File: config.mk
export PLATFORM = sky130hd
export DESIGN_NAME = ymps_front_flat
export DESIGN_NICKNAME = d
export VERILOG_FILES = /design/src/design/ymps_pkg.sv /design/src/design/ymps_in_if.sv /design/src/design/ymps_front.sv /design/src/flat_wrapper.sv
export SDC_FILE = /design/constraint.sdc
export NUM_CORES = 1
export LEC_CHECK = 0
export BUFFER_PORTS_ARGS = -buffer_cell sky130_fd_sc_hd__buf_2
export CORE_AREA = 4 4 41 43
export DETAILED_ROUTE_END_ITERATION = 16
export DIE_AREA = 0 0 45 47
export GPL_TIMING_DRIVEN = 0
export PLACE_DENSITY = 0.84
export SYNTH_ARGS = -nofsm -noshare
export SYNTH_HDL_FRONTEND = slang
export SYNTH_SLANG_ARGS = --single-unit
File: constraint.sdc
create_clock -name vclk -period 1.6
set_input_delay 0.32 -clock vclk [all_inputs]
set_output_delay 0.32 -clock vclk [all_outputs]
set_load 0.02 [all_outputs]
File: src/design/ymps_pkg.sv
package ymps_pkg;

    localparam int SHORT_PACKET_BYTES = 128;
    localparam int LONG_PACKET_BYTES  = 1024;
    localparam int MAX_TIMEOUTS       = 2;
    localparam int QUEUE_DEPTH        = 2;
    localparam int TCNT_W             = 2;

    localparam logic [15:0] TIMEOUT_RESET = 16'd1000;
    localparam logic [15:0] CRC_POLY      = 16'h1021;

    localparam logic [7:0] BYTE_SOH = 8'h01;
    localparam logic [7:0] BYTE_STX = 8'h02;
    localparam logic [7:0] BYTE_ACK = 8'h06;
    localparam logic [7:0] BYTE_NAK = 8'h15;

    // raw item kind codes on the input channel
    typedef enum logic [2:0] {
        KIND_LOAD  = 3'd0,
        KIND_START = 3'd1,
        KIND_SLOT  = 3'd2,
        KIND_REPLY = 3'd3,
        KIND_TICK  = 3'd4
    } t_kind;

    // classified operation handed to the back end
    typedef enum logic [2:0] {
        CMD_NONE,
        CMD_LOAD,
        CMD_START,
        CMD_SLOT,
        CMD_REPLY,
        CMD_TICK
    } t_cmd_op;

    typedef enum logic [1:0] {
        RPL_ACK,
        RPL_NAK,
        RPL_OTHER
    } t_reply;

    typedef enum logic [2:0] {
        PH_IDLE    = 3'd0,
        PH_SENDING = 3'd1,
        PH_AWAIT   = 3'd2,
        PH_ACKED   = 3'd3,
        PH_BAD     = 3'd4,
        PH_TIMEOUT = 3'd5
    } t_phase;

    // where the emitted byte comes from
    typedef enum logic [2:0] {
        SEL_NONE,
        SEL_FIXED,
        SEL_PAYLOAD,
        SEL_PAD,
        SEL_CRC_HI,
        SEL_CRC_LO
    } t_byte_sel;

    typedef struct packed {
        t_cmd_op     op;
        t_reply      reply;
        logic [7:0]  data;
        logic [15:0] block;
    } t_cmd;

    typedef struct packed {
        t_byte_sel  sel;
        logic [7:0] fixed_byte;
        logic       crc_clear;
        logic       last;
        t_phase     status;
    } t_tok;

    // CRC-16/XMODEM, one byte, MSB first
    function automatic logic [15:0] crc16_byte(input logic [15:0] crc, input logic [7:0] b);
        logic [15:0] c;
        c = crc ^ {b, 8'h00};
        for (int i = 0; i < 8; i++) begin
            if (c[15]) begin
                c = {c[14:0], 1'b0} ^ CRC_POLY;
            end else begin
                c = {c[14:0], 1'b0};
            end
        end
        return c;
    endfunction

endpackage

File: src/design/ymps_in_if.sv
interface ymps_in_if;
    logic        valid;
    logic        ready;
    logic [2:0]  kind;
    logic [7:0]  data_byte;
    logic [15:0] block_number;

    modport source (output valid, output kind, output data_byte, output block_number,
                    input ready);
    modport sink   (input valid, input kind, input data_byte, input block_number,
                    output ready);
endinterface

File: src/design/ymps_front.sv
module ymps_front (
    ymps_in_if.sink        i_in,
    input  logic           i_q_full,
    output logic           o_push,
    output ymps_pkg::t_cmd o_cmd
);

    assign i_in.ready = !i_q_full;
    assign o_push     = i_in.valid && !i_q_full;

    // classify the word
    always_comb begin
        o_cmd.data  = i_in.data_byte;
        o_cmd.block = i_in.block_number;
        case (i_in.kind)
            ymps_pkg::KIND_LOAD:  o_cmd.op = ymps_pkg::CMD_LOAD;
            ymps_pkg::KIND_START: o_cmd.op = ymps_pkg::CMD_START;
            ymps_pkg::KIND_SLOT:  o_cmd.op = ymps_pkg::CMD_SLOT;
            ymps_pkg::KIND_REPLY: o_cmd.op = ymps_pkg::CMD_REPLY;
            ymps_pkg::KIND_TICK:  o_cmd.op = ymps_pkg::CMD_TICK;
            default:              o_cmd.op = ymps_pkg::CMD_NONE;
        endcase
        if (i_in.data_byte == ymps_pkg::BYTE_ACK) begin
            o_cmd.reply = ymps_pkg::RPL_ACK;
        end else if (i_in.data_byte == ymps_pkg::BYTE_NAK) begin
            o_cmd.reply = ymps_pkg::RPL_NAK;
        end else begin
            o_cmd.reply = ymps_pkg::RPL_OTHER;
        end
    end

endmodule

File: src/flat_wrapper.sv
// flat-port wrapper written by rule: the top's interface ports become plain ports
module ymps_front_flat 
  (i_q_full, o_push, o_cmd, i_in_valid, i_in_kind, i_in_data_byte, i_in_block_number, i_in_ready);
  ymps_in_if i_in_i ();
  input  logic i_q_full;
  output logic o_push;
  output ymps_pkg::t_cmd o_cmd;
  input wire logic [$bits(i_in_i.valid)-1:0] i_in_valid;
  input wire logic [$bits(i_in_i.kind)-1:0] i_in_kind;
  input wire logic [$bits(i_in_i.data_byte)-1:0] i_in_data_byte;
  input wire logic [$bits(i_in_i.block_number)-1:0] i_in_block_number;
  output wire logic [$bits(i_in_i.ready)-1:0] i_in_ready;
  assign i_in_i.valid = i_in_valid;
  assign i_in_i.kind = i_in_kind;
  assign i_in_i.data_byte = i_in_data_byte;
  assign i_in_i.block_number = i_in_block_number;
  assign i_in_ready = i_in_i.ready;
  ymps_front u_core (.i_in(i_in_i), .i_q_full(i_q_full), .o_push(o_push), .o_cmd(o_cmd));
endmodule
# After elaboration in Yosys (flattened, before gate mapping)
# Cells that the tools add are included.
# op_classes
n_eq_ne,6
muxes,3
reduce_logical,3
# ops
operator,count
$pmux 3 s5,1
$eq 8x3->1 const B,1
$eq 8x5->1 const B,1
$eq 3x2->1 const B,2
$mux 2,2
$eq 3x1->1 const B,1
$eq 3x3->1 const B,1
$logic_not 3->1,1
$logic_and 1x1->1,1
$logic_not 1->1,1
# totals
ff_bits,0
in_bits,29
elab_cells,12

# Depth between registers and ports, before layout
# logic_depth
depth_word,3
mapped_depth,2

# Worst setup path before layout
# OpenSTA, ideal clock, no wires.
# synth_path
path_kind,input-to-output
startpoint,in i_in_data_byte[7]
endpoint,out o_cmd[24] (netlist bit)
t_arrival_ns,1.350
required_time_ns,1.280
slack_ns,-0.070
cell_stages,2
n_path_buf,0
cell_sequence,or4b_4 -> nor3_1
# synth_rtl
item,line_no,text
"start, declared",flat_wrapper.sv:10,input wire logic [$bits(i_in_i.data_byte)-1:0] i_in_data_byte;
"end, declared",flat_wrapper.sv:7,output ymps_pkg::t_cmd o_cmd;

==> reports/metrics.csv <==
stage;metric;value;unit
placement;portBuffers;44;
floorplanning;io_pins;60;
layout;fillers;128;
global_route;track_usage;7.710;%
detailed_routing;remaining_drc_errors;0;
synth;avgSynthCellArea;7.237;um2
pwr;power;174.5;uW
sta;worst_pin_slew;0.1318;ns
status;status;finished, violations left;
layout;final_common_cell;buf_2;
floorplanning;initial_core_util;20.58;%
critical_path;end_kind;output port;
global_route;grt_pass1_vias;369;
layout;layout.nets;113;
sta;min_period;1.657;ns
layout;multi_input_area;88.84;um2
detailed_routing;drt-wirelength-per-cell;9.227;um
synth;ys_seq_area_share;0;%
floorplanning;row_count;13;
critical_path;critPathTopFamily;simple AND/OR/NAND/NOR gates;
sta;finalHoldViolations;0;
clock_network;ctsHoldBuffers;0;
synth;synth_top_area_share;67.29;%
pwr;irDropWorstVdd;119.7;uV
layout;layout-drive-gt1-share;87.80;%
pwr;p_sw_share;49.65;%
floorplanning;die_area;2115;um2
pwr;p_int;87.89;uW
sta;rsz0062_at_grt;true;
worst_hold_path;hold_path.class;primary input to output port;
layout;nClkBuffers;0;
worst_hold_path;hold_end;o_cmd[9];
global_route;antenna_found_initial;0;
worst_hold_path;min-delay-start;i_in_block_number[9];
synth;synthCells;37;
pwr;pwr-share-seq;0;%
critical_path;crit_path_max_fanout;2;
synth;syn_area;267.8;um2
detailed_routing;dr.pass1.iters;4;
layout;final_cell_mix;39 x buf_2, 26 x buf_4, 4 x buf_6;
sta;setup_violations;2;
pwr;p_per_area;319.2;nW/um2
placement;place.gp.congestion;0.6015;
critical_path;path_cells;buf_6 -> or4b_4 -> a211o_1 -> buf_6;
critical_path;arrival;1.34;ns
flow_run;drv_cap;0;
global_route;grt_pass1_wl;1.311;mm
global_route;overflow;0;
synth;ys_warn_count;0;
status;violations;negative setup slack;
critical_path;start_kind;primary input;
detailed_routing;routed_via_density;3.990;
floorplanning;die-height;47;um
sta;fin_ws;-0.05716;ns
synth;yosysTopAreaCell;buf_4;
sta;finalSetupTns;-0.05966;ns
floorplanning;core;1301;um2
sta;finalCritPeriodShare;103.6;%
critical_path;critPathSlowestCell;or4b_4;
floorplanning;dieWidth;45;um
sta;slew_headroom;91.21;%
layout;n_antenna_cell;0;
synth;syn_nets;66;
detailed_routing;drt_wl_total;895;um
synth;synth.distinct_cells;14;
global_route;grt_max_degree;5;
pwr;power_frac_comb;100.0;%
critical_path;cp_common_cell;buf_6;
pwr;switchingPower;86.65;uW
critical_path;timing_worst_setup_path_type;primary input to output port;
critical_path;critPathRequiredTime;1.28;ns
detailed_routing;ant_nets;0;
detailed_routing;vias;387;
layout;seq_cells;0;
pwr;clock_power_share;0;%
detailed_routing;drt-initial-drc-count;1;
critical_path;critPathBufInv;2;
sta;fmax;0.6034;GHz
worst_hold_path;hold_depth;2;
layout;seq_area;0;um2
critical_path;max_stage_delay;0.54;ns
sta;slew_viol_final;0;
layout;syn_to_final_growth;104.2;%
pwr;power.leakage;0.3338;nW
synth;synth_area_leaders;buf_4 67%, or4b_4 5.1%, a211o_1 3.3%;
## final cells by class
| class | count | share of cell area (%) |
|---|---|---|
| buffer | 24 | 32.95 |
| inverter | 1 | 0.6865 |
| multi-input combinational | 12 | 16.25 |
| tap | 15 | 3.432 |
| timing repair buffer | 45 | 46.68 |
## kinds of logic after synthesis
family / synth area share (%)
simple gates: 20.56
xor+xnor: 3.272
buf+inv: 68.69
compound gates: 7.477
## per-stage QoR
step	area, um2	worst slack (ns)	hold slack (ns)	utilization [%]	instances
floorplan	272.8	0.09341	0.6913	-	37
global placement	511.7	-0.08561	0.8595	39.33	96
detailed placement	511.7	-0.08636	0.8591	39.33	96
CTS	526.8	-0.06276	0.8601	40.48	96
global route	546.8	-0.08541	0.8639	42.02	97
finish	546.8	-0.05716	0.8586	42.02	97
## per-layer routing
metal	global-route usage, %	share of wire [%]
met1	9.663	32
met2	15.54	50
met3	0	18
met4	0	0
met5	0	0
## timing repair
action,in CTS,in global routing
gates cloned,0,0
buffers inserted,0,1
pin swaps,1,2
gates resized for setup,4,2
endpoints found under the setup margin,2,2
## power by group through the flow
| stage | logic, mW | registers [mW] | clock network [mW] |
|---|---|---|---|
| 5_1_grt | 0.189 | 0 | 0 |
| 6_report | 0.175 | 0 | 0 |
| 2_1_floorplan | 0.111 | 0 | 0 |
| 4_1_cts | 0.171 | 0 | 0 |
| 3_3_place_gp | 0.167 | 0 | 0 |
| 3_5_place_dp | 0.169 | 0 | 0 |
## synth_stat cells, drive strengths merged
cell type and n:
buf 24, a211o 1, a21oi 1, inv 1
nand2 1, nand2b 1, nand3b 1, nor2 1
nor2b 1, nor3 1, o22ai 1, or3b 1
or4b 1, xnor2 1
## worst max path at each step
stage                 startpoint        end  depth (start not counted)  slack [ns]
3_3_place_gp   i_in_data_byte[7]  o_cmd[25]                          4       -0.09
4_1_cts        i_in_data_byte[7]  o_cmd[25]                          4       -0.06
3_5_place_dp   i_in_data_byte[7]  o_cmd[25]                          4       -0.09
5_1_grt        i_in_data_byte[3]  o_cmd[25]                          4       -0.09
2_1_floorplan  i_in_data_byte[7]  o_cmd[24]                          2        0.09
6_report       i_in_data_byte[3]  o_cmd[25]                          4       -0.06
Power figures use the tool's default switching activity.
