==> config.mk <==
export PLATFORM = sky130hd
export DESIGN_NAME = ymps_emit_flat
export DESIGN_NICKNAME = d
export VERILOG_FILES = /design/src/design/ymps_pkg.sv /design/src/design/ymps_out_if.sv /design/src/design/ymps_emit.sv /design/src/flat_wrapper.sv
export SDC_FILE = /design/constraint.sdc
export NUM_CORES = 1
export LEC_CHECK = 0
export BUFFER_PORTS_ARGS = -buffer_cell sky130_fd_sc_hd__buf_2
export CORE_MARGIN = 2
export CORE_UTILIZATION = 55
export CTS_BUF_LIST = sky130_fd_sc_hd__clkbuf_8
export DETAILED_ROUTE_END_ITERATION = 16
export PLACE_DENSITY = 0.81
export SYNTH_ARGS = -nofsm -noshare
export SYNTH_HDL_FRONTEND = slang
export SYNTH_SLANG_ARGS = --single-unit
==> constraint.sdc <==
create_clock -name i_clk -period 2.9 [get_ports i_clk]
set_input_delay 0.29 -clock i_clk [delete_from_list [all_inputs] [get_ports i_clk]]
set_output_delay 0.29 -clock i_clk [all_outputs]
set_load 0.05 [all_outputs]
==> src/design/ymps_pkg.sv <==
package ymps_pkg;

    localparam int SHORT_PACKET_BYTES = 128;
    localparam int LONG_PACKET_BYTES  = 1024;
    localparam int MAX_TIMEOUTS       = 2;
    localparam int QUEUE_DEPTH        = 2;
    localparam int TCNT_W             = 2;

    localparam logic [15:0] TIMEOUT_RESET = 16'd1000;
    localparam logic [15:0] CRC_POLY      = 16'h1021;

    localparam logic [7:0] BYTE_SOH = 8'h01;
    localparam logic [7:0] BYTE_STX = 8'h02;
    localparam logic [7:0] BYTE_ACK = 8'h06;
    localparam logic [7:0] BYTE_NAK = 8'h15;

    // raw item kind codes on the input channel
    typedef enum logic [2:0] {
        KIND_LOAD  = 3'd0,
        KIND_START = 3'd1,
        KIND_SLOT  = 3'd2,
        KIND_REPLY = 3'd3,
        KIND_TICK  = 3'd4
    } t_kind;

    // classified operation handed to the back end
    typedef enum logic [2:0] {
        CMD_NONE,
        CMD_LOAD,
        CMD_START,
        CMD_SLOT,
        CMD_REPLY,
        CMD_TICK
    } t_cmd_op;

    typedef enum logic [1:0] {
        RPL_ACK,
        RPL_NAK,
        RPL_OTHER
    } t_reply;

    typedef enum logic [2:0] {
        PH_IDLE    = 3'd0,
        PH_SENDING = 3'd1,
        PH_AWAIT   = 3'd2,
        PH_ACKED   = 3'd3,
        PH_BAD     = 3'd4,
        PH_TIMEOUT = 3'd5
    } t_phase;

    // where the emitted byte comes from
    typedef enum logic [2:0] {
        SEL_NONE,
        SEL_FIXED,
        SEL_PAYLOAD,
        SEL_PAD,
        SEL_CRC_HI,
        SEL_CRC_LO
    } t_byte_sel;

    typedef struct packed {
        t_cmd_op     op;
        t_reply      reply;
        logic [7:0]  data;
        logic [15:0] block;
    } t_cmd;

    typedef struct packed {
        t_byte_sel  sel;
        logic [7:0] fixed_byte;
        logic       crc_clear;
        logic       last;
        t_phase     status;
    } t_tok;

    // CRC-16/XMODEM, one byte, MSB first
    function automatic logic [15:0] crc16_byte(input logic [15:0] crc, input logic [7:0] b);
        logic [15:0] c;
        c = crc ^ {b, 8'h00};
        for (int i = 0; i < 8; i++) begin
            if (c[15]) begin
                c = {c[14:0], 1'b0} ^ CRC_POLY;
            end else begin
                c = {c[14:0], 1'b0};
            end
        end
        return c;
    endfunction

endpackage

==> src/design/ymps_out_if.sv <==
interface ymps_out_if;
    logic       valid;
    logic       ready;
    logic       tx_valid;
    logic [7:0] tx_byte;
    logic [2:0] status;
    logic       frame_last;

    modport source (output valid, output tx_valid, output tx_byte, output status,
                    output frame_last, input ready);
    modport sink   (input valid, input tx_valid, input tx_byte, input status,
                    input frame_last, output ready);
endinterface

==> src/design/ymps_emit.sv <==
module ymps_emit (
    input  logic           i_clk,
    input  logic           i_rst_n,
    input  logic           i_tok_valid,
    output logic           o_tok_ready,
    input  ymps_pkg::t_tok i_tok,
    input  logic [7:0]     i_rd_data,
    ymps_out_if.source     o_out
);

    logic        r_out_valid;
    logic        r_tx_valid, n_tx_valid;
    logic [7:0]  r_tx_byte, n_tx_byte;
    logic [2:0]  r_status;
    logic        r_last;
    logic [15:0] r_crc, n_crc;
    logic        b_fire;

    assign b_fire      = i_tok_valid && (!r_out_valid || o_out.ready);
    assign o_tok_ready = !r_out_valid || o_out.ready;

    assign o_out.valid      = r_out_valid;
    assign o_out.tx_valid   = r_tx_valid;
    assign o_out.tx_byte    = r_tx_byte;
    assign o_out.status     = r_status;
    assign o_out.frame_last = r_last;

    always_comb begin
        n_tx_valid = 1'b1;
        n_tx_byte  = 8'h00;
        n_crc      = i_tok.crc_clear ? 16'h0000 : r_crc;
        case (i_tok.sel)
            ymps_pkg::SEL_FIXED:   n_tx_byte = i_tok.fixed_byte;
            ymps_pkg::SEL_PAYLOAD: begin
                n_tx_byte = i_rd_data;
                n_crc     = ymps_pkg::crc16_byte(r_crc, i_rd_data);
            end
            ymps_pkg::SEL_PAD:     n_crc = ymps_pkg::crc16_byte(r_crc, 8'h00);
            ymps_pkg::SEL_CRC_HI:  n_tx_byte = r_crc[15:8];
            ymps_pkg::SEL_CRC_LO:  n_tx_byte = r_crc[7:0];
            default:               n_tx_valid = 1'b0;
        endcase
    end

    always_ff @(posedge i_clk) begin
        if (!i_rst_n) begin
            r_out_valid <= 1'b0;
            r_crc       <= '0;
        end else begin
            if (b_fire) begin
                r_out_valid <= 1'b1;
                r_crc       <= n_crc;
            end else if (o_out.ready) begin
                r_out_valid <= 1'b0;
            end
        end
    end

    always_ff @(posedge i_clk) begin
        if (b_fire) begin
            r_tx_valid <= n_tx_valid;
            r_tx_byte  <= n_tx_byte;
            r_status   <= i_tok.status;
            r_last     <= i_tok.last;
        end
    end

endmodule

==> src/flat_wrapper.sv <==
// flat-port wrapper written by rule: the top's interface ports become plain ports
module ymps_emit_flat 
  (i_clk, i_rst_n, i_tok_valid, o_tok_ready, i_tok, i_rd_data, o_out_valid, o_out_tx_valid, o_out_tx_byte, o_out_status, o_out_frame_last, o_out_ready);
  ymps_out_if o_out_i ();
  input  logic i_clk;
  input  logic i_rst_n;
  input  logic i_tok_valid;
  output logic o_tok_ready;
  input  ymps_pkg::t_tok i_tok;
  input  logic [7:0] i_rd_data;
  output wire logic [$bits(o_out_i.valid)-1:0] o_out_valid;
  output wire logic [$bits(o_out_i.tx_valid)-1:0] o_out_tx_valid;
  output wire logic [$bits(o_out_i.tx_byte)-1:0] o_out_tx_byte;
  output wire logic [$bits(o_out_i.status)-1:0] o_out_status;
  output wire logic [$bits(o_out_i.frame_last)-1:0] o_out_frame_last;
  input wire logic [$bits(o_out_i.ready)-1:0] o_out_ready;
  assign o_out_valid = o_out_i.valid;
  assign o_out_tx_valid = o_out_i.tx_valid;
  assign o_out_tx_byte = o_out_i.tx_byte;
  assign o_out_status = o_out_i.status;
  assign o_out_frame_last = o_out_i.frame_last;
  assign o_out_i.ready = o_out_ready;
  ymps_emit u_core (.i_clk(i_clk), .i_rst_n(i_rst_n), .i_tok_valid(i_tok_valid), .o_tok_ready(o_tok_ready), .i_tok(i_tok), .i_rd_data(i_rd_data), .o_out(o_out_i));
endmodule
* Yosys cells after proc, flatten, opt, wreduce, memory -nomap -nowiden *
Cells that the tools add are included.

operators by class
  $add $sub $neg = 0
  multipliers = 0
  divide/modulo/power cells = 0
  order comparisons = 0
  eq/ne operators = 5
  shifts and indexed selects = 0
  multiplexer cells = 36
  bitwise gates (word level) = 17
  reduce and logical (&&, ||, !) cells = 7

operator list
  cell                                           count
  two-way mux 16 bit                             15
  two-way mux 13 bit                             16
  NOT 3 bit                                      16
  case mux 16 bit (2 select lines)               1
  case mux 8 bit (4 select lines)                1
  XOR 16 bit                                     1
  == test 3 x 2 -> 1 bit, second input constant  2
  == test 3 bit, second input constant           2
  OR reduction 5 bit                             1
  == test 3 x 1 -> 1 bit, second input constant  1
  two-way mux 1 bit                              3
  nonzero test 3 bit                             1
  AND reduction 2 bit                            1
  nonzero test 2 bit                             1
  logical AND 1 bit                              1
  logical NOT 1 bit                              1
  logical OR 1 bit                               1

word-level totals
  bits in registers = 30
  latch bits = 0
  RAM bits = 0
  bits in read-only memories = 0
  input bits = 28
  output and inout port bits = 15
  logic and storage cells = 71
  memories = 0

* Logic depth before layout (Yosys ltp) *
Gate-level depths: netlist of run 1.

  word-level depth = 25
  mapped depth = 6
  mapped depth without buffers = 4

* Worst setup path before layout of run 1 *
Ideal clock, no wire load.

  path type = reg2reg
  from = reg u_core.r_out_valid, in the netlist u_core.o_out.valid
  to = reg u_core.r_crc[7]
  setup time = 0.074 ns
  data arrival time = 1.977 ns
  required time = 2.826 ns
  path slack = 0.849 ns
  cell stages (with the launch flop) = 6
  path buffers = 1
  period minus slack after synthesis = 2.051 ns
  cell sequence = dfxtp_1 > nand2b_1 > o211ai_2 > buf_6 > or4_1 > a31oi_1

between the ends
  longest elaborated chain between the ends = 4

ends and longest elaborated chain
  item                                  RTL line           RTL
  start: declaration                    ymps_emit.sv:11    logic r_out_valid;
  start signal: assignment              ymps_emit.sv:47    r_out_valid <= 1'b0;
  start signal: assignment              ymps_emit.sv:51    r_out_valid <= 1'b1;
  start signal: assignment              ymps_emit.sv:54    r_out_valid <= 1'b0;
  logical NOT 1 bit                     n/a
  logical OR 1 bit                      n/a
  net o_tok_ready                       flat_wrapper.sv:8  output logic o_tok_ready;
  logical AND 1 bit                     ymps_emit.sv:19    assign b_fire = i_tok_valid && (!r_out_valid || o_out.ready);
  AND reduction 2 bit (no source line)  n/a
  end signal: assignment                ymps_emit.sv:52    r_crc <= n_crc;
  end: declaration                      ymps_emit.sv:16    logic [15:0] r_crc, n_crc;

The timed path passes the listed nets, and every way through them passes these cells.
A chain may end at the register's enable or synchronous reset.

* Worst setup path after layout of run 1 *
  from = in i_tok[13] (netlist bit)
  to = reg u_core.r_crc[0]

between the ends
  longest elaborated chain between the ends = 3
  elaborated cells between the ends (all ways) = 5

ends and longest elaborated chain
  item                                  RTL line           RTL
  start: declaration                    flat_wrapper.sv:9  input ymps_pkg::t_tok i_tok;
  == test 3 x 2 -> 1 bit                ymps_emit.sv:32    case (i_tok.sel)
  nonzero test 3 bit (no source line)   n/a
  AND reduction 2 bit (no source line)  n/a

Parallel ways exist; a longest one is shown, timed or not.

==> results of run 1 <==
==> power by group through the flow <==
stage               clock network (mW)  registers (mW)  logic [mW]
floorplan                            0           0.523       0.124
global placement                     0           0.479       0.218
detailed placement                   0           0.480       0.219
CTS                              0.323           0.471       0.221
global route                     0.343           0.473       0.236
finish                           0.317           0.471       0.221
==> synth_stat cells <==
master    number
xnor2_2        1
nor3_1         1
nand2_1       14
nand3_1        8
or4_1          2
a211oi_1       2
a32oi_1        4
mux2_2         7
mux2_4         1
dfxtp_1       17
xor2_1         4
xnor2_1       15
xor3_1         4
o22ai_2        1
nand2b_1       1
and2_1         2
inv_1          4
nor2b_1        4
xnor3_1        6
edfxtp_1      13
a21oi_1        4
and2b_1        1
and3_1         1
buf_6          2
a31oi_1        4
o211ai_2       1
nor2_1        12
clkbuf_1       8
a221oi_1       1
a22oi_1       12
buf_2          4
or2b_1         1
or3_1          3
o21ai_0       16
==> how the worst min path moves through the flow <==
stage                              endpoint  slack (ps)  cells past startpoint
finish               u_core.o_out.status[1]         180                      1
global route         u_core.o_out.status[0]         180                      1
CTS                  u_core.o_out.status[1]         180                      1
detailed placement   u_core.o_out.status[1]         470                      1
global placement     u_core.o_out.status[1]         470                      1
floorplan           u_core.o_out.frame_last         390                      0
==> worst reg2reg max path: stages, from the launching register on <==
cell and delay [ps]:
dfxtp_1 310, nand2b_1 140, o211ai_2 370, or4_1 610, a31oi_1 160
==> registers in the layout, summed over array words and instances (netlist names) <==
signal and cells:
u_core.o_out.valid 1, u_core.o_out.frame_last 1, u_core.o_out.tx_byte 8, u_core.o_out.status 3
u_core.o_out.tx_valid 1, u_core.r_crc 16
==> logic make-up (layout without fill, tap and decap cells) <==
group | after synthesis | in the layout | synth area share, %
mux | 8 | 8 | 5.03
buf+inv | 18 | 54 | 4.69
xor+xnor | 30 | 30 | 22.1
simple gates | 50 | 50 | 12.9
compound gates | 45 | 45 | 16.0
flops | 30 | 30 | 39.2
==> per-stage QoR <==
| stage | std cells | instance area [sq um] |
|---|---|---|
| 2_1_floorplan | 181 | 1870 |
| 3_3_place_gp | 255 | 2060 |
| 3_5_place_dp | 255 | 2060 |
| 4_1_cts | 263 | 2140 |
| 5_1_grt | 263 | 2140 |
| 6_report | 263 | 2140 |
==> routing by layer <==
| layer | vias up | track usage [%] | share of wire [%] |
|---|---|---|---|
| li1 | 721 | - | - |
| met5 | - | 0 | 0 |
| met4 | 0 | 7.78 | 1.6 |
| met1 | 678 | 28.9 | 44 |
| met3 | 7 | 6.34 | 8.4 |
| met2 | 65 | 32.1 | 46 |
==> cell type report <==
cell class                 count  area [sq um]
inverter                       4          15.0
tap                           46          57.6
clock inverter                 3          12.5
multi-input combinational    133          1050
timing repair buffer          42           210
sequential                    30           731
clock buffer                   5          68.8
fill                         266          1140
==> results.tsv, run 1 <==
metric	value	unit
Clk Latency, worst-skew pair	290	ps
Layout area overhead	14.8	%
Crit path buffers/inverters	1	
family with the most delay on the worst path	simple AND/OR/NAND/NOR gates	
Worst Clk Skew	8.34	ps
Pwr Total	1.01	mW
Post-Route WL	3860	microns
Routed WL per cell	14.7	microns
GRT Util Overall	21.1	%
CP Capture Type	flip-flop	
Critical R2R Launch	u_core.o_out.valid	
Slew @ Worst Pin	800	ps
hold_ws	182	ps
Util after Layout	65.2	%
global-route wire length before repair	6200	microns
Logic pwr share	21.9	%
post-route setup slack	1200	ps
Synth area leader	edfxtp_1	
outcome	finished clean	
die area	3870	sq um
I/O Buffers	42	
Layout Nets	244	
Chip Height	62.2	microns
pin count of the biggest net entering global routing	27	
CTS root buf	clkbuf_8	
DRC viols	0	
synthesized area	1870	sq um
routability cong.	0.841	
Clk network pwr share	31.4	%
Critical Path Sink	u_core.r_crc[0]	
CTS tree	yes	
flops & latches, synth	30	
H-tree levels	2	
most common cell after layout, fill and taps aside	buf_2	
Final Cycle Share	58.5	%
Highest Clock Rate	589	MHz
# Post-CTS Setup Buffers	0	
Clock transition at path regs	60	ps
final slew viol count	0	
Via density	5.59	
Max Cap Viol	0	
final worst path period need	1700	ps
count of cell types in the netlist	34	
Num Clock Sinks	30	
Synthesized Nets	209	
WP data arrival	1890	ps
startpoint types	input port	
Routed Antenna Nets	0	
number of DRC markers in iteration 0	78	
FP Rows	21	
critical path depth	5	
cts bufs inserted	5	
# IOs	43	
Worst Reg-to-Reg Cells	4	
drt first pass iters	4	
post-synthesis sequential area ratio	39.2	%
worst-path cell chain	buf_2, nor2b_1, and2_1, a221oi_1, a211oi_1	
final setup vio count	0	
RSZ-0062 raised after global routing	no	
area share of the largest cell type after synthesis	20.9	%
Ys Warns	0	
antenna fix cells	0	
Hold Fails Final Rpt	0	
sequential cell fraction of total power	46.7	%
WP data required	3100	ps
antenna violations before repair	0	
HP Start	i_tok[1]	
routed via count	1471	
# resized after CTS	0	
pre-CTS WS	918	ps
Slowest cell on crit path	nor2b_1	
Hold Buf Count CTS	0	
layout cells sized above 1	27.2	%
CP Launch Point	i_tok[13]	
Worst VDD drop	0.294	mV
top cells by area, synth	edfxtp_1 (21%), dfxtp_1 (18%), xnor3_1 (7.2%)	
worst-case clock buffer depth	2	
Die W	62.2	microns
most frequent cells in the layout	buf_2 (42), dfxtp_1 (17), o21ai_0 (16)	
Total Neg Setup Slack	0	ps
R2R setup slack	1230	ps
vias in the first global route	1298	
effective utilization at floorplan	56.8	%
hpwl dp	2810	microns
Worst Path Max Fanout	26	
Slew HR	46.5	%
post-synthesis instance total	181	
global route overflow	0	
RR Endpoint	u_core.r_crc[7]	
critical path class	in -> reg	
sw power	0.297	mW
Avg Synthesized Cell Area	10.3	sq um
Pint	0.712	mW
Crit path largest cell delay	620	ps
worst hold path type	in -> reg	
leakage	0.886	nW
Sw Share	29.4	%
core area	3280	sq um
Power Density	471	nW/um^2
(Power assumes the default switching activity.)
==> run 2, diff against run 1 <==
CORE_UTILIZATION = 50   (was 55)
PLACE_DENSITY = 0.78   (was 0.81)
clock period = 1.5 ns   (was 2.9 ns; I/O delays follow)
==> run 2 against run 1 <==
  * Largest cell class unchanged
  * First-iteration DRC count is 120% higher
  * Via count is 4.2% higher
  * Global-route usage increased by 1.4 points
  * Cell count rose by 7.2%
  * Setup slack worse by 1100 ps
  * Worst hold slack worse by 140 ps
==> results.tsv, run 2 (synthesis results as in run 1) <==
metric	value	unit
Clk network pwr share	30.8	%
pin count of the biggest net entering global routing	20	
post-layout instance area	2310	sq um
outcome	finished clean	
sequential cell fraction of total power	45.6	%
global-route wire length before repair	7220	microns
Pint	1.40	mW
Routed Antenna Nets	0	
Util after Layout	63.6	%
CP Launch Point	u_core.r_crc[15]	
routed wl met3	387	microns
Slew HR	67.7	%
core area	3630	sq um
pre-CTS WS	-7.08	ps
final slew viol count	0	
GRT Util Overall	22.6	%
# IOs	43	
most common cell after layout, fill and taps aside	buf_2	
WP data required	1700	ps
Max Used Layer	met4	
Largest register FFs	16	
critical path class	reg -> reg	
worst-path cell chain	xnor2_1, xnor3_1, o21ai_0	
Pwr Total	1.99	mW
Worst Clk Skew	9.02	ps
CTS root buf	clkbuf_8	
vias in the first global route	1498	
worst-case clock buffer depth	2	
Post-Route WL	4430	microns
sw power	0.590	mW
Final Cycle Share	94.0	%
Routed WL per cell	15.7	microns
Critical Path Sink	u_core.r_crc[8]	
global route overflow	0	
Hold Fails Final Rpt	0	
Final Instance Count excl. Fillers	282	
I/O Buffers	42	
Via density	5.44	
R2R setup slack	90	ps
WP data arrival	1610	ps
Worst Path Max Fanout	6	
Num Clock Sinks	30	
number of DRC markers in iteration 0	174	
Chip Height	65.1	microns
hold_ws	45.6	ps
post-route setup slack	89.6	ps
Slowest cell on crit path	xnor2_1	
Sw Share	29.6	%
Worst Reg-to-Reg Cells	3	
final worst path period need	1410	ps
Crit path largest cell delay	410	ps
die area	4240	sq um
length of routed met2 wiring	2080	microns
antenna fix cells	0	
hpwl dp	3230	microns
Metal-1 WL	1870	microns
leakage	0.979	nW
Worst VDD drop	0.356	mV
Highest Clock Rate	709	MHz
FP Rows	22	
routed via count	1533	
effective utilization at floorplan	51.3	%
Logic pwr share	23.6	%
most frequent cells in the layout	buf_2 (42), buf_4 (17), o21ai_0 (16)	
Clock transition at path regs	60	ps
layout cells sized above 1	35.9	%
Power Density	862	nW/um^2
Critical R2R Launch	u_core.r_crc[15]	
worst hold path type	in -> reg	
Clk Latency, worst-skew pair	290	ps
Layout Nets	261	
final setup vio count	0	
DRC viols	0	
cts bufs inserted	5	
H-tree levels	2	
drt first pass iters	4	
DP Area	2200	sq um
routability cong.	0.957	
Die W	65.1	microns
Total Neg Setup Slack	0	ps
CTS tree	yes	
placed instance count	274	
antenna violations before repair	0	
CP Capture Type	flip-flop	
Biggest register	u_core.r_crc	
Layout area overhead	23.9	%
RR Endpoint	u_core.r_crc[8]	
Slew @ Worst Pin	482	ps
Max Cap Viol	0	
startpoint types	flip-flop	
run 2: power groups by stage:
stage / sequential, mW / clock [mW] / combinational [mW]
6_report: 0.909 / 0.614 / 0.471
5_1_grt: 0.913 / 0.664 / 0.506
4_1_cts: 0.910 / 0.627 / 0.467
3_5_place_dp: 0.927 / 0 / 0.464
3_3_place_gp: 0.926 / 0 / 0.459
2_1_floorplan: 1.01 / 0 / 0.242
run 2: layer usage:
| metal | vias up | global-route usage [%] |
|---|---|---|
| met2 | 75 | 34.7 |
| met5 | - | 0 |
| li1 | 756 | - |
| met3 | 7 | 6.60 |
| met1 | 695 | 29.7 |
| met4 | 0 | 9.90 |
run 2: layout make-up:
type	instances	area [sq um]
Inverter	4	15.0
Clock inverter	3	12.5
Tap cell	48	60.1
Timing Repair Buffer	59	338
Fill cell	284	1320
Clock buffer	5	68.8
Multi-Input combinational cell	133	1080
Sequential cell	30	741
run 2: how the worst min path moves through the flow:
stage                   from                      end  slack, ps  cells after the start
finish              i_tok[1]   u_core.o_out.status[1]         50                      1
global route        i_tok[0]   u_core.o_out.status[0]         40                      1
CTS                 i_tok[1]   u_core.o_out.status[1]         40                      1
detailed placement  i_tok[0]   u_core.o_out.status[0]        330                      1
global placement    i_tok[1]   u_core.o_out.status[1]        330                      1
floorplan           i_tok[3]  u_core.o_out.frame_last        250                      0
run 2: critical path, delay by kind of cell (launching register included):
| kind | cells | cell delay (ps) |
|---|---|---|
| AO/OA/AOI/OAI | 1 | 160 |
| XOR/XNOR | 2 | 800 |
| flip-flops | 1 | 370 |
run 2: repair_timing:
item,4_1_cts,5_1_grt
setup endpoints to repair,1,7
buffers inserted,0,0
hold endpoints to repair,0,0
resized for setup,1,6
hold buffers,0,0
