--- config.mk ---
export PLATFORM = sky130hd
export DESIGN_NAME = ymps_queue
export DESIGN_NICKNAME = d
export VERILOG_FILES = /design/src/design/ymps_pkg.sv /design/src/design/ymps_queue.sv
export SDC_FILE = /design/constraint.sdc
export NUM_CORES = 1
export LEC_CHECK = 0
export ABC_AREA = 1
export BUFFER_PORTS_ARGS = -buffer_cell sky130_fd_sc_hd__buf_2
export CORE_ASPECT_RATIO = 0.7
export CORE_MARGIN = 8
export CORE_UTILIZATION = 35
export DETAILED_ROUTE_END_ITERATION = 6
export GPL_TIMING_DRIVEN = 0
export PLACE_DENSITY = 0.54
export SLEW_MARGIN = 20
export SYNTH_ARGS = -nofsm -noshare
export SYNTH_HDL_FRONTEND = slang
export SYNTH_SLANG_ARGS = --single-unit
--- constraint.sdc ---
create_clock -name i_clk -period 3.7 [get_ports i_clk]
set_input_delay 0.925 -clock i_clk [delete_from_list [all_inputs] [get_ports i_clk]]
set_output_delay 0.925 -clock i_clk [all_outputs]
set_load 0.1 [all_outputs]
--- src/design/ymps_pkg.sv ---
package ymps_pkg;

    localparam int SHORT_PACKET_BYTES = 128;
    localparam int LONG_PACKET_BYTES  = 1024;
    localparam int MAX_TIMEOUTS       = 2;
    localparam int QUEUE_DEPTH        = 2;
    localparam int TCNT_W             = 2;

    localparam logic [15:0] TIMEOUT_RESET = 16'd1000;
    localparam logic [15:0] CRC_POLY      = 16'h1021;

    localparam logic [7:0] BYTE_SOH = 8'h01;
    localparam logic [7:0] BYTE_STX = 8'h02;
    localparam logic [7:0] BYTE_ACK = 8'h06;
    localparam logic [7:0] BYTE_NAK = 8'h15;

    // raw item kind codes on the input channel
    typedef enum logic [2:0] {
        KIND_LOAD  = 3'd0,
        KIND_START = 3'd1,
        KIND_SLOT  = 3'd2,
        KIND_REPLY = 3'd3,
        KIND_TICK  = 3'd4
    } t_kind;

    // classified operation handed to the back end
    typedef enum logic [2:0] {
        CMD_NONE,
        CMD_LOAD,
        CMD_START,
        CMD_SLOT,
        CMD_REPLY,
        CMD_TICK
    } t_cmd_op;

    typedef enum logic [1:0] {
        RPL_ACK,
        RPL_NAK,
        RPL_OTHER
    } t_reply;

    typedef enum logic [2:0] {
        PH_IDLE    = 3'd0,
        PH_SENDING = 3'd1,
        PH_AWAIT   = 3'd2,
        PH_ACKED   = 3'd3,
        PH_BAD     = 3'd4,
        PH_TIMEOUT = 3'd5
    } t_phase;

    // where the emitted byte comes from
    typedef enum logic [2:0] {
        SEL_NONE,
        SEL_FIXED,
        SEL_PAYLOAD,
        SEL_PAD,
        SEL_CRC_HI,
        SEL_CRC_LO
    } t_byte_sel;

    typedef struct packed {
        t_cmd_op     op;
        t_reply      reply;
        logic [7:0]  data;
        logic [15:0] block;
    } t_cmd;

    typedef struct packed {
        t_byte_sel  sel;
        logic [7:0] fixed_byte;
        logic       crc_clear;
        logic       last;
        t_phase     status;
    } t_tok;

    // CRC-16/XMODEM, one byte, MSB first
    function automatic logic [15:0] crc16_byte(input logic [15:0] crc, input logic [7:0] b);
        logic [15:0] c;
        c = crc ^ {b, 8'h00};
        for (int i = 0; i < 8; i++) begin
            if (c[15]) begin
                c = {c[14:0], 1'b0} ^ CRC_POLY;
            end else begin
                c = {c[14:0], 1'b0};
            end
        end
        return c;
    endfunction

endpackage

--- src/design/ymps_queue.sv ---
module ymps_queue (
    input  logic           i_clk,
    input  logic           i_rst_n,
    input  logic           i_push,
    input  ymps_pkg::t_cmd i_cmd,
    output logic           o_full,
    output logic           o_valid,
    input  logic           i_pop,
    output ymps_pkg::t_cmd o_cmd
);

    localparam int PTR_W = (ymps_pkg::QUEUE_DEPTH > 1) ? $clog2(ymps_pkg::QUEUE_DEPTH) : 1;
    localparam int CNT_W = $clog2(ymps_pkg::QUEUE_DEPTH + 1);
    localparam logic [PTR_W-1:0] PTR_LAST = PTR_W'(ymps_pkg::QUEUE_DEPTH - 1);

    ymps_pkg::t_cmd   r_entry [ymps_pkg::QUEUE_DEPTH];
    logic [PTR_W-1:0] r_wr_ptr, n_wr_ptr;
    logic [PTR_W-1:0] r_rd_ptr, n_rd_ptr;
    logic [CNT_W-1:0] r_count, n_count;

    assign o_full  = (r_count == CNT_W'(ymps_pkg::QUEUE_DEPTH));
    assign o_valid = (r_count != '0);
    assign o_cmd   = r_entry[r_rd_ptr];

    always_comb begin
        n_wr_ptr = r_wr_ptr;
        n_rd_ptr = r_rd_ptr;
        n_count  = r_count;
        if (i_push) begin
            n_wr_ptr = (r_wr_ptr == PTR_LAST) ? '0 : r_wr_ptr + PTR_W'(1);
        end
        if (i_pop) begin
            n_rd_ptr = (r_rd_ptr == PTR_LAST) ? '0 : r_rd_ptr + PTR_W'(1);
        end
        if (i_push && !i_pop) begin
            n_count = r_count + CNT_W'(1);
        end else if (!i_push && i_pop) begin
            n_count = r_count - CNT_W'(1);
        end
    end

    always_ff @(posedge i_clk) begin
        if (!i_rst_n) begin
            r_wr_ptr <= '0;
            r_rd_ptr <= '0;
            r_count  <= '0;
        end else begin
            r_wr_ptr <= n_wr_ptr;
            r_rd_ptr <= n_rd_ptr;
            r_count  <= n_count;
        end
    end

    always_ff @(posedge i_clk) begin
        if (i_push) begin
            r_entry[r_wr_ptr] <= i_cmd;
        end
    end

endmodule

### Word-level counts from Yosys, hierarchy flattened

Memory sizes are Yosys's and may differ from the RTL's. A register that Yosys moved wholly into a read port is not among the register bits.
Index checks and enable logic that the tools add are counted.

* memories: 1
* flip-flop bits (word level): 4
* RAM bits: 58
* input bits: 33
* output and inout bits: 31

* reductions and logical operators: 6
* add/subtract/negate cells: 4
* equality and inequality tests: 1
* multiplexer cells: 8

Memories
* r_entry: depth 2, width 29, rd ports 1, clocked after Yosys merged registers in 1, wr ports 1, RTL line ymps_queue.sv:16 `ymps_pkg::t_cmd r_entry [ymps_pkg::QUEUE_DEPTH];`

Operator list (count)
* 1-bit 2-to-1 mux: 6
* 2-bit 2-to-1 mux: 2
* 2-bit nonzero test: 2
* 1-bit adder (second input constant): 2
* 2-bit by 1-bit adder with 2-bit output (second input constant): 1
* 2-bit equality test (second input constant): 1
* 1-bit logical AND: 2
* 1-bit zero test: 2
* 2-bit by 1-bit subtractor with 2-bit output (second input constant): 1

### Logic depth before layout (Yosys ltp)

Gate-level depths: netlist (run 1).

* depth in word-level cells: 4
* depth in mapped cells: 8
* depth with buffers taken out: 8

### Worst setup path before layout (run 1)

Ideal clock, no wire load.

* path type: in2reg
* start point: input port i_push
* end point: memory r_entry[0][0] (netlist name) (enable)
* stages: 2
* setup time: 0.415 ns
* slack: 1.095 ns
* buffers on the path: 0
* data arrival time: 2.189 ns
* cells stage by stage: inv_1 -> nor2_1

* longest elaborated chain between the ends: 2

RTL lines
* start, declared: RTL line ymps_queue.sv:4 `input logic i_push,`
* 1-bit 2-to-1 mux: RTL line ymps_queue.sv:55 `if (i_push) begin`
* 1-bit 2-to-1 mux (implied by the code): RTL line ymps_queue.sv:56 `r_entry[r_wr_ptr] <= i_cmd;`
* end, declared: RTL line ymps_queue.sv:16

Every way passes these cells.

==> flow_metrics.py, run 1 <==
metrics = {
    "grt": {
        "grt_use_total_pct": 10.2,
        "grt-ovfl-total": 0,
        "antenna_found_initial": 1,
        "grt_pass1_wl_um": 7390,
        "grt_pass1_vias": 1523,
        "grt_max_degree": 30,
    },
    "place": {
        "place_congestion": 0.645,
        "place_ws_ns": 1.19,
        "post_dp_cell_area_sq_um": 2830,
        "dp_hpwl_um": 3320,
        "portBuffers": 63,
    },
    "pwr": {
        "netSwitchingPower_mw": 0.550,
        "pwr-share-comb_pct": 21.6,
        "seq_power_share_pct": 47.0,
        "power_density_nw_per_um2": 586,
        "ir_worst_vdd_mv": 0.276,
        "p_leak_nw": 1.20,
        "clkPwrFrac_pct": 31.4,
        "cellInternalPower_mw": 1.22,
        "swShare_pct": 31.1,
    },
    "finish": {
        "nets": 234,
        "syn_to_final_growth_pct": 27.9,
        "drive_gt1_share_pct": 54.1,
        "final_area_sq_um": 3020,
        "num_antenna_cells": 0,
    },
    "floorplan": {
        "die_area_sq_um": 9670,
        "rows": 25,
        "coreArea_sq_um": 6630,
        "fp.dieW_um": 114,
        "io_pins": 64,
        "start_util_pct": 35.6,
        "fp.dieH_um": 84.7,
    },
    "synthesis": {
        "synthTopCellsByArea": "edfxtp_1 74%, mux2_2 9.1%, mux2_4 6.4%",
        "synth_seq_cells": 63,
        "syn_nets": 159,
        "synthCells": 125,
        "yosysTopAreaCell": "edfxtp_1",
        "yosysSeqAreaShare_pct": 78.0,
        "synth.top_cell.area_share_pct": 73.8,
        "netlist_area_sq_um": 2360,
        "synth_warnings": 0,
        "synth.avg_cell_area_sq_um": 18.9,
        "synth_cell_types": 14,
    },
    "timing": {
        "rsz0062_at_grt": "no",
        "fin_crit_sh_pct": 69.2,
        "hold_viol_final": 0,
        "fin_crit_ns": 2.56,
        "setup_slack_ns": 1.14,
        "tightestPinTransition_ns": 0.662,
        "setup_viol": 0,
        "slew_headroom_pct": 55.8,
        "slew_violations": 0,
        "tns_ns": 0,
        "max_freq_ghz": 0.390,
        "skew_ns": 0.00316,
    },
    "cts": {
        "post_cts_buffers": 0,
        "cts_buffers": 9,
        "htree_levels": 3,
        "clk_path_buf_depth": 2,
        "insertion_delay_ns": 0.32,
        "cts.sinks": 63,
        "clk_pin_slew_worst_paths_ns": 0.07,
        "tritoncts": "yes",
        "cts_resized": 0,
        "cts-root-buf": "clkbuf_8",
        "hold_buffers": 0,
    },
    "detailed_routing": {
        "routedWlPerCell_um": 15.3,
        "dr_total_vias": 1312,
        "wl_um": 4590,
        "firstDrtPassIters": 4,
        "via_per_inst": 4.39,
        "ant_nets": 0,
        "drt_iter0_drc": 50,
        "remaining_drc_errors": 0,
    },
    "critical_path": {
        "critPathCaptureType": "output port",
        "crit_required_ns": 2.77,
        "path_max_fanout": 10,
        "cp_data_arrival_time_ns": 1.64,
        "ff2ff_setup_slack_ns": 2.27,
        "worstSetupPathType": "register to output port",
        "cp-start-kind": "register",
    },
    "outcome": {
        "status": "completed",
    },
    "worst_hold_path": {
        "min_path_type": "register to register",
    },
    "job": {
        "maxCapViolations": 0,
    },
}
## cell usage after synthesis, drive strengths merged
| master | count |
|---|---|
| a21oi | 1 |
| buf | 3 |
| dfxtp | 5 |
| edfxtp | 58 |
| ha | 1 |
| inv | 8 |
| mux2 | 29 |
| nand2 | 9 |
| nand3 | 1 |
| nand4 | 1 |
| nor2 | 8 |
| o21ai | 1 |
## cell type report
class / instances / area [sq um]
flip-flops and latches: 63 / 1840
well taps: 94 / 118
plain buffers: 3 / 27.5
clock buffers: 16 / 190
inverters: 8 / 30.0
multi-input cells: 51 / 469
fillers: 621 / 3610
repair buffers: 64 / 343
## kinds of logic after synthesis
family                   Yosys count  synth area share [%]
AND/OR/NAND/NOR                   19                  3.18
multiplexers                      29                  15.4
flip-flops                        63                  78.0
buffers and inverters             11                  2.44
adder cells (fa/ha/maj)            1                 0.530
AO/OA/AOI/OAI                      2                 0.424
## layout by cell type (no fill, tap or decap)
cell	n
inv_2	1
clkbuf_1	3
mux2_2	19
inv_1	7
buf_2	64
nand3_1	1
a21oi_1	1
buf_16	1
clkbuf_8	13
dfxtp_1	5
buf_6	2
nand2_1	9
nor2_4	1
ha_1	1
nor2_1	7
nand4_1	1
mux2_4	10
o21ai_0	1
edfxtp_1	58
## power by group through the flow
stage / logic, mW / clock network (mW) / registers (mW)
2_1_floorplan: 0.316 / 0 / 0.844
3_3_place_gp: 0.374 / 0 / 0.846
3_5_place_dp: 0.387 / 0 / 0.848
4_1_cts: 0.387 / 0.574 / 0.833
5_1_grt: 0.400 / 0.601 / 0.837
6_report: 0.382 / 0.555 / 0.833
## critical path, cell delays in order, from the launching register on
cell     delay, ns
dfxtp_1       0.34
buf_6         0.16
buf_6         0.19
mux2_4        0.31
buf_2         0.29
## registers in the layout, indices dropped and copies added (netlist names), named ones only
| signal | flops |
|---|---|
| r_entry | 58 |
| r_rd_ptr | 1 |
| r_count | 2 |
| r_wr_ptr | 1 |
## metrics by stage
| stage | hold slack (ns) | instances | utilization (%) | power, mW |
|---|---|---|---|---|
| 3_3_place_gp | 0.480 | 282 | 42.1 | 1.22 |
| 6_report | 0.513 | 299 | 45.5 | 1.77 |
| 4_1_cts | 0.516 | 299 | 45.5 | 1.79 |
| 3_5_place_dp | 0.490 | 283 | 42.7 | 1.24 |
| 5_1_grt | 0.559 | 299 | 45.5 | 1.84 |
| 2_1_floorplan | 0.463 | 125 | - | 1.16 |
## layer usage
metal | up-vias | share of wire [%] | wire, um | GRT usage, %
met5 | - | 0.17 | 8 | 0
met2 | 47 | 49 | 2230 | 16.4
met3 | 8 | 8.5 | 391 | 5.87
met4 | 2 | 0.76 | 35 | 4.21
met1 | 638 | 42 | 1920 | 10.7
li1 | 617 | - | - | -
## worst paths after layout
path	start	end	cells past startpoint
setup reg to reg	r_wr_ptr	r_entry[1][13]	2
hold / removal	r_rd_ptr	r_rd_ptr	2
setup / recovery	register	o_cmd[6]	4
hold reg to reg	r_rd_ptr	r_rd_ptr	2
Note: power is estimated with default switching activity, not from simulation.
==> run 2, diff against run 1 <==
--- a/config.mk
+++ b/config.mk
@@ -12,7 +12,7 @@
 export CORE_UTILIZATION = 35
 export DETAILED_ROUTE_END_ITERATION = 6
 export GPL_TIMING_DRIVEN = 0
-export PLACE_DENSITY = 0.54
+export PLACE_DENSITY = 0.56
 export SLEW_MARGIN = 20
 export SYNTH_ARGS = -nofsm -noshare
 export SYNTH_HDL_FRONTEND = slang
==> constraint.sdc (replaced) <==
create_clock -name i_clk -period 2.3 [get_ports i_clk]
set_input_delay 0.575 -clock i_clk [delete_from_list [all_inputs] [get_ports i_clk]]
set_output_delay 0.575 -clock i_clk [all_outputs]
set_load 0.1 [all_outputs]
==> run 2 against run 1 <==
Effect of this change:
- combinational power is 61% higher
- die area stayed put
- global-route usage is 0.80 points lower
- sequential share of layout area is 0.23 points higher
- via count is 5.3% lower
- core utilization is 0.17 points lower
- first-iteration DRC count is 26% lower
- highest routed layer is now met4
==> flow_metrics.py, run 2 (synthesis gave the netlist of run 1 again) <==
metrics = {
    "detailed_routing": {
        "dr_total_vias": 1242,
        "remaining_drc_errors": 0,
        "via_per_inst": 4.17,
        "ant_nets": 0,
        "routedWlPerCell_um": 14.2,
        "firstDrtPassIters": 4,
        "drt_iter0_drc": 37,
        "wl_um": 4240,
    },
    "timing": {
        "setup_viol": 0,
        "setup_slack_ns": 0.105,
        "skew_ns": 0.00482,
        "fin_crit_ns": 2.19,
        "max_freq_ghz": 0.456,
        "slew_violations": 0,
        "slew_headroom_pct": 55.8,
        "rsz0062_at_grt": "no",
        "fin_crit_sh_pct": 95.4,
        "hold_viol_final": 0,
        "tightestPinTransition_ns": 0.662,
    },
    "worst_hold_path": {
        "min_path_type": "primary input to register",
    },
    "pwr": {
        "p_leak_nw": 1.20,
        "p_total_mw": 2.81,
        "power_density_nw_per_um2": 936,
        "ir_worst_vdd_mv": 0.524,
    },
    "place": {
        "place_congestion": 0.692,
        "dp_hpwl_um": 2960,
        "portBuffers": 63,
        "dp_cells": 283,
        "post_dp_cell_area_sq_um": 2830,
        "place_ws_ns": 0.422,
    },
    "cts": {
        "cts-root-buf": "clkbuf_8",
        "post_cts_buffers": 0,
        "clk_path_buf_depth": 2,
        "htree_levels": 3,
        "hold_buffers": 0,
        "cts_resized": 0,
        "cts.sinks": 63,
        "insertion_delay_ns": 0.32,
        "tritoncts": "yes",
        "cts_buffers": 9,
        "clk_pin_slew_worst_paths_ns": 0.06,
    },
    "grt": {
        "grt_use_total_pct": 9.36,
        "grt-ovfl-total": 0,
        "grt_pass1_vias": 1388,
        "grt_pass1_wl_um": 6840,
        "antenna_found_initial": 0,
        "grt_max_degree": 30,
    },
    "floorplan": {
        "io_pins": 64,
        "fp.dieH_um": 84.7,
        "die_area_sq_um": 9670,
        "start_util_pct": 35.6,
        "fp.dieW_um": 114,
        "coreArea_sq_um": 6630,
        "rows": 25,
    },
    "finish": {
        "nets": 234,
        "reg_top3": "r_entry: 58 flops, r_count: 2 flops",
        "drive_gt1_share_pct": 54.4,
        "layout_common_cells": "63 x buf_2, 58 x edfxtp_1, 19 x mux2_2",
        "largest_register": "r_entry",
        "final_common_cell": "buf_2",
        "num_antenna_cells": 0,
        "largest_reg_flops": 58,
        "syn_to_final_growth_pct": 27.4,
        "stdcell_count": 298,
        "final_area_sq_um": 3010,
    },
    "outcome": {
        "status": "completed",
    },
    "job": {
        "maxCapViolations": 0,
    },
    "critical_path": {
        "path_max_fanout": 10,
        "crit_required_ns": 1.73,
        "cp_data_arrival_time_ns": 1.62,
        "worstSetupPathType": "register to output port",
        "critPathCaptureType": "output port",
        "cp-start-kind": "register",
        "ff2ff_setup_slack_ns": 0.94,
    },
}
run 2: cell count changes in the layout (fill, tap and decap cells not counted), sizes merged:
cell / before / now
clkbuf: 16 / 10
clkinv: 0 / 5
buf: 67 / 66
bufinv: 0 / 1
run 2: final timing paths:
path,start,endpoint,cells past startpoint
worst min-delay path,i_cmd[12],r_entry[0][12],1
worst max-delay path,register,o_cmd[1],4
worst min register to register,r_rd_ptr,register,2
worst max register to register,r_wr_ptr,r_entry[1][15],2
run 2: per-stage QoR:
step,setup TNS (ns),util [%],hold WS (ns)
detailed placement,0,42.7,0.489
global placement,-26.65,42.1,0.476
finish,0,45.4,0.433
global route,0,45.4,0.409
CTS,0,45.3,0.411
floorplan,0,-,0.463
run 2: critical path: stages (launching register included):
cell and delay, ns:
dfxtp_1 0.33, buf_6 0.16, buf_6 0.19, mux2_4 0.31, buf_2 0.29
run 2: report_power, final:
group          switching [mW]  internal [mW]
clock network           0.381          0.480
logic                   0.485          0.130
registers              0.0163           1.32
run 2: per-layer routing:
metal	share of wire, %	global-route usage [%]	vias up
met5	0	0	-
met4	0.61	3.97	0
met3	9.5	5.95	5
met2	43	13.2	50
met1	47	11.0	571
li1	-	-	616
run 2: final cells by class:
cell class                      count  area [sq um]
Buffer                              3          27.5
Fill cell                         627          3620
Timing Repair Buffer               64           345
Clock buffer                        9           124
Inverter                            8          30.0
Clock inverter                      6          52.6
Tap cell                           94           118
Sequential cell                    63          1840
Multi-Input combinational cell     51           469
==> run 3, diff against run 2 <==
--- a/config.mk
+++ b/config.mk
@@ -12,7 +12,7 @@
 export CORE_UTILIZATION = 35
 export DETAILED_ROUTE_END_ITERATION = 6
 export GPL_TIMING_DRIVEN = 0
-export PLACE_DENSITY = 0.56
+export PLACE_DENSITY_LB_ADDON = 0.08
 export SLEW_MARGIN = 20
 export SYNTH_ARGS = -nofsm -noshare
 export SYNTH_HDL_FRONTEND = slang
==> run 3 against run 2 <==
Effect of this change:
- cell area up 1.1%
- sequential share of layout area down 0.66 points
- clock-buffer cell count is 4 higher
- worst hold slack lost 0.0038 ns
- critical path depth unchanged
- clock power rose by 10%
- via count rose by 2.4%
- worst setup slack got worse by 0.022 ns
- sequential power is essentially flat
- wire length up 6.1%
- global-route usage up 0.76 points
- critical endpoint unchanged
- largest power group unchanged
- highest routed layer is now met5
==> flow_metrics.py, run 3 (synthesis gave the netlist of run 1 again) <==
metrics = {
    "cts": {
        "clk_path_buf_depth": 2,
        "clk_pin_slew_worst_paths_ns": 0.07,
        "cts-root-buf": "clkbuf_8",
        "insertion_delay_ns": 0.33,
        "cts.sinks": 63,
        "tritoncts": "yes",
        "htree_levels": 3,
        "post_cts_buffers": 0,
        "cts_resized": 0,
        "cts_buffers": 9,
        "hold_buffers": 0,
    },
    "critical_path": {
        "cp_data_arrival_time_ns": 1.64,
        "crit_required_ns": 1.73,
        "path_cells": "buf_6, buf_6, mux2_4, buf_2",
        "critPathBufInv": 3,
        "worstSetupPathType": "register to output port",
        "max_stage_delay_ns": 0.35,
        "r2r-start": "r_wr_ptr",
        "cp-start-kind": "register",
        "path_max_fanout": 10,
        "critPathCaptureType": "output port",
        "crit_slowest_cell": "dfxtp_1",
        "crit_family": "buffers and inverters",
        "ff2ff_setup_slack_ns": 0.92,
        "cp_common_cell": "buf_6",
    },
    "finish": {
        "final_area_sq_um": 3040,
        "largest_reg_flops": 58,
        "largest_register": "r_entry",
        "syn_to_final_growth_pct": 28.8,
        "stdcell_count": 299,
        "reg_top3": "r_entry: 58 flops, r_count: 2 flops",
        "nets": 234,
        "final_common_cell": "buf_2",
        "num_antenna_cells": 0,
        "final_core_util_pct": 45.8,
        "layout_common_cells": "60 x buf_2, 58 x edfxtp_1, 19 x mux2_2",
        "drive_gt1_share_pct": 54.6,
    },
    "timing": {
        "rsz0062_at_grt": "no",
        "setup_slack_ns": 0.0835,
        "slew_headroom_pct": 56.1,
        "slew_violations": 0,
        "tightestPinTransition_ns": 0.657,
        "hold_viol_final": 0,
        "max_freq_ghz": 0.451,
        "fin_crit_sh_pct": 96.4,
        "fin_crit_ns": 2.22,
        "skew_ns": 0.0105,
        "setup_viol": 0,
    },
    "grt": {
        "grt-ovfl-total": 0,
        "grt_use_total_pct": 10.1,
        "grt_max_degree": 30,
        "grt_pass1_wl_um": 7270,
        "grt_pass1_vias": 1494,
        "antenna_found_initial": 1,
    },
    "floorplan": {
        "fp.dieH_um": 84.7,
        "coreArea_sq_um": 6630,
        "die_area_sq_um": 9670,
        "rows": 25,
        "start_util_pct": 35.6,
        "fp.dieW_um": 114,
        "io_pins": 64,
    },
    "pwr": {
        "power_density_nw_per_um2": 957,
        "ir_worst_vdd_mv": 0.320,
        "p_leak_nw": 1.21,
        "p_total_mw": 2.91,
    },
    "job": {
        "maxCapViolations": 0,
    },
    "place": {
        "post_dp_cell_area_sq_um": 2830,
        "dp_hpwl_um": 3140,
        "place_congestion": 0.732,
        "place_ws_ns": 0.418,
        "portBuffers": 63,
        "dp_cells": 283,
    },
    "detailed_routing": {
        "firstDrtPassIters": 4,
        "dr_total_vias": 1272,
        "via_per_inst": 4.25,
        "remaining_drc_errors": 0,
        "ant_nets": 0,
        "drt_iter0_drc": 51,
        "routedWlPerCell_um": 15.1,
        "wl_um": 4500,
    },
    "worst_hold_path": {
        "min_path_type": "primary input to register",
        "min_from": "i_cmd[24]",
    },
    "outcome": {
        "status": "completed",
    },
}
## run 3: cell type report
type / count / area, sq um
buffer: 3 / 27.5
clock buffer: 13 / 159
clock inverter: 3 / 42.5
fill: 632 / 3590
inverter: 8 / 30.0
multi-input combinational: 51 / 469
sequential: 63 / 1840
tap: 94 / 118
timing repair buffer: 64 / 353
## run 3: layer usage
layer	vias to the layer above	global-route usage, %	share of wire (%)
met3	11	6.59	9.4
met5	-	0	0.18
met4	2	3.97	1.6
met1	592	10.4	41
li1	617	-	-
met2	50	16.1	47
## run 3: path summary, 6_finish.rpt
kind / to / cells after the start
worst max-delay path: o_cmd[1] / 4
worst min-delay path: r_entry[0][24] / 1
worst max register to register: r_entry[1][3] / 2
worst min register to register: register / 2
## run 3: report_power, final
part           internal (mW)  switching, mW  total (mW)  leakage (nW)
registers               1.32         0.0172        1.34         0.586
clock network          0.559          0.392       0.951        0.0996
logic                  0.133          0.487       0.619         0.522
## run 3: stage by stage
step	hold WS, ns	setup TNS (ns)
detailed placement	0.494	0
CTS	0.406	0
global placement	0.484	-23.08
finish	0.429	0
global route	0.399	0
floorplan	0.463	0
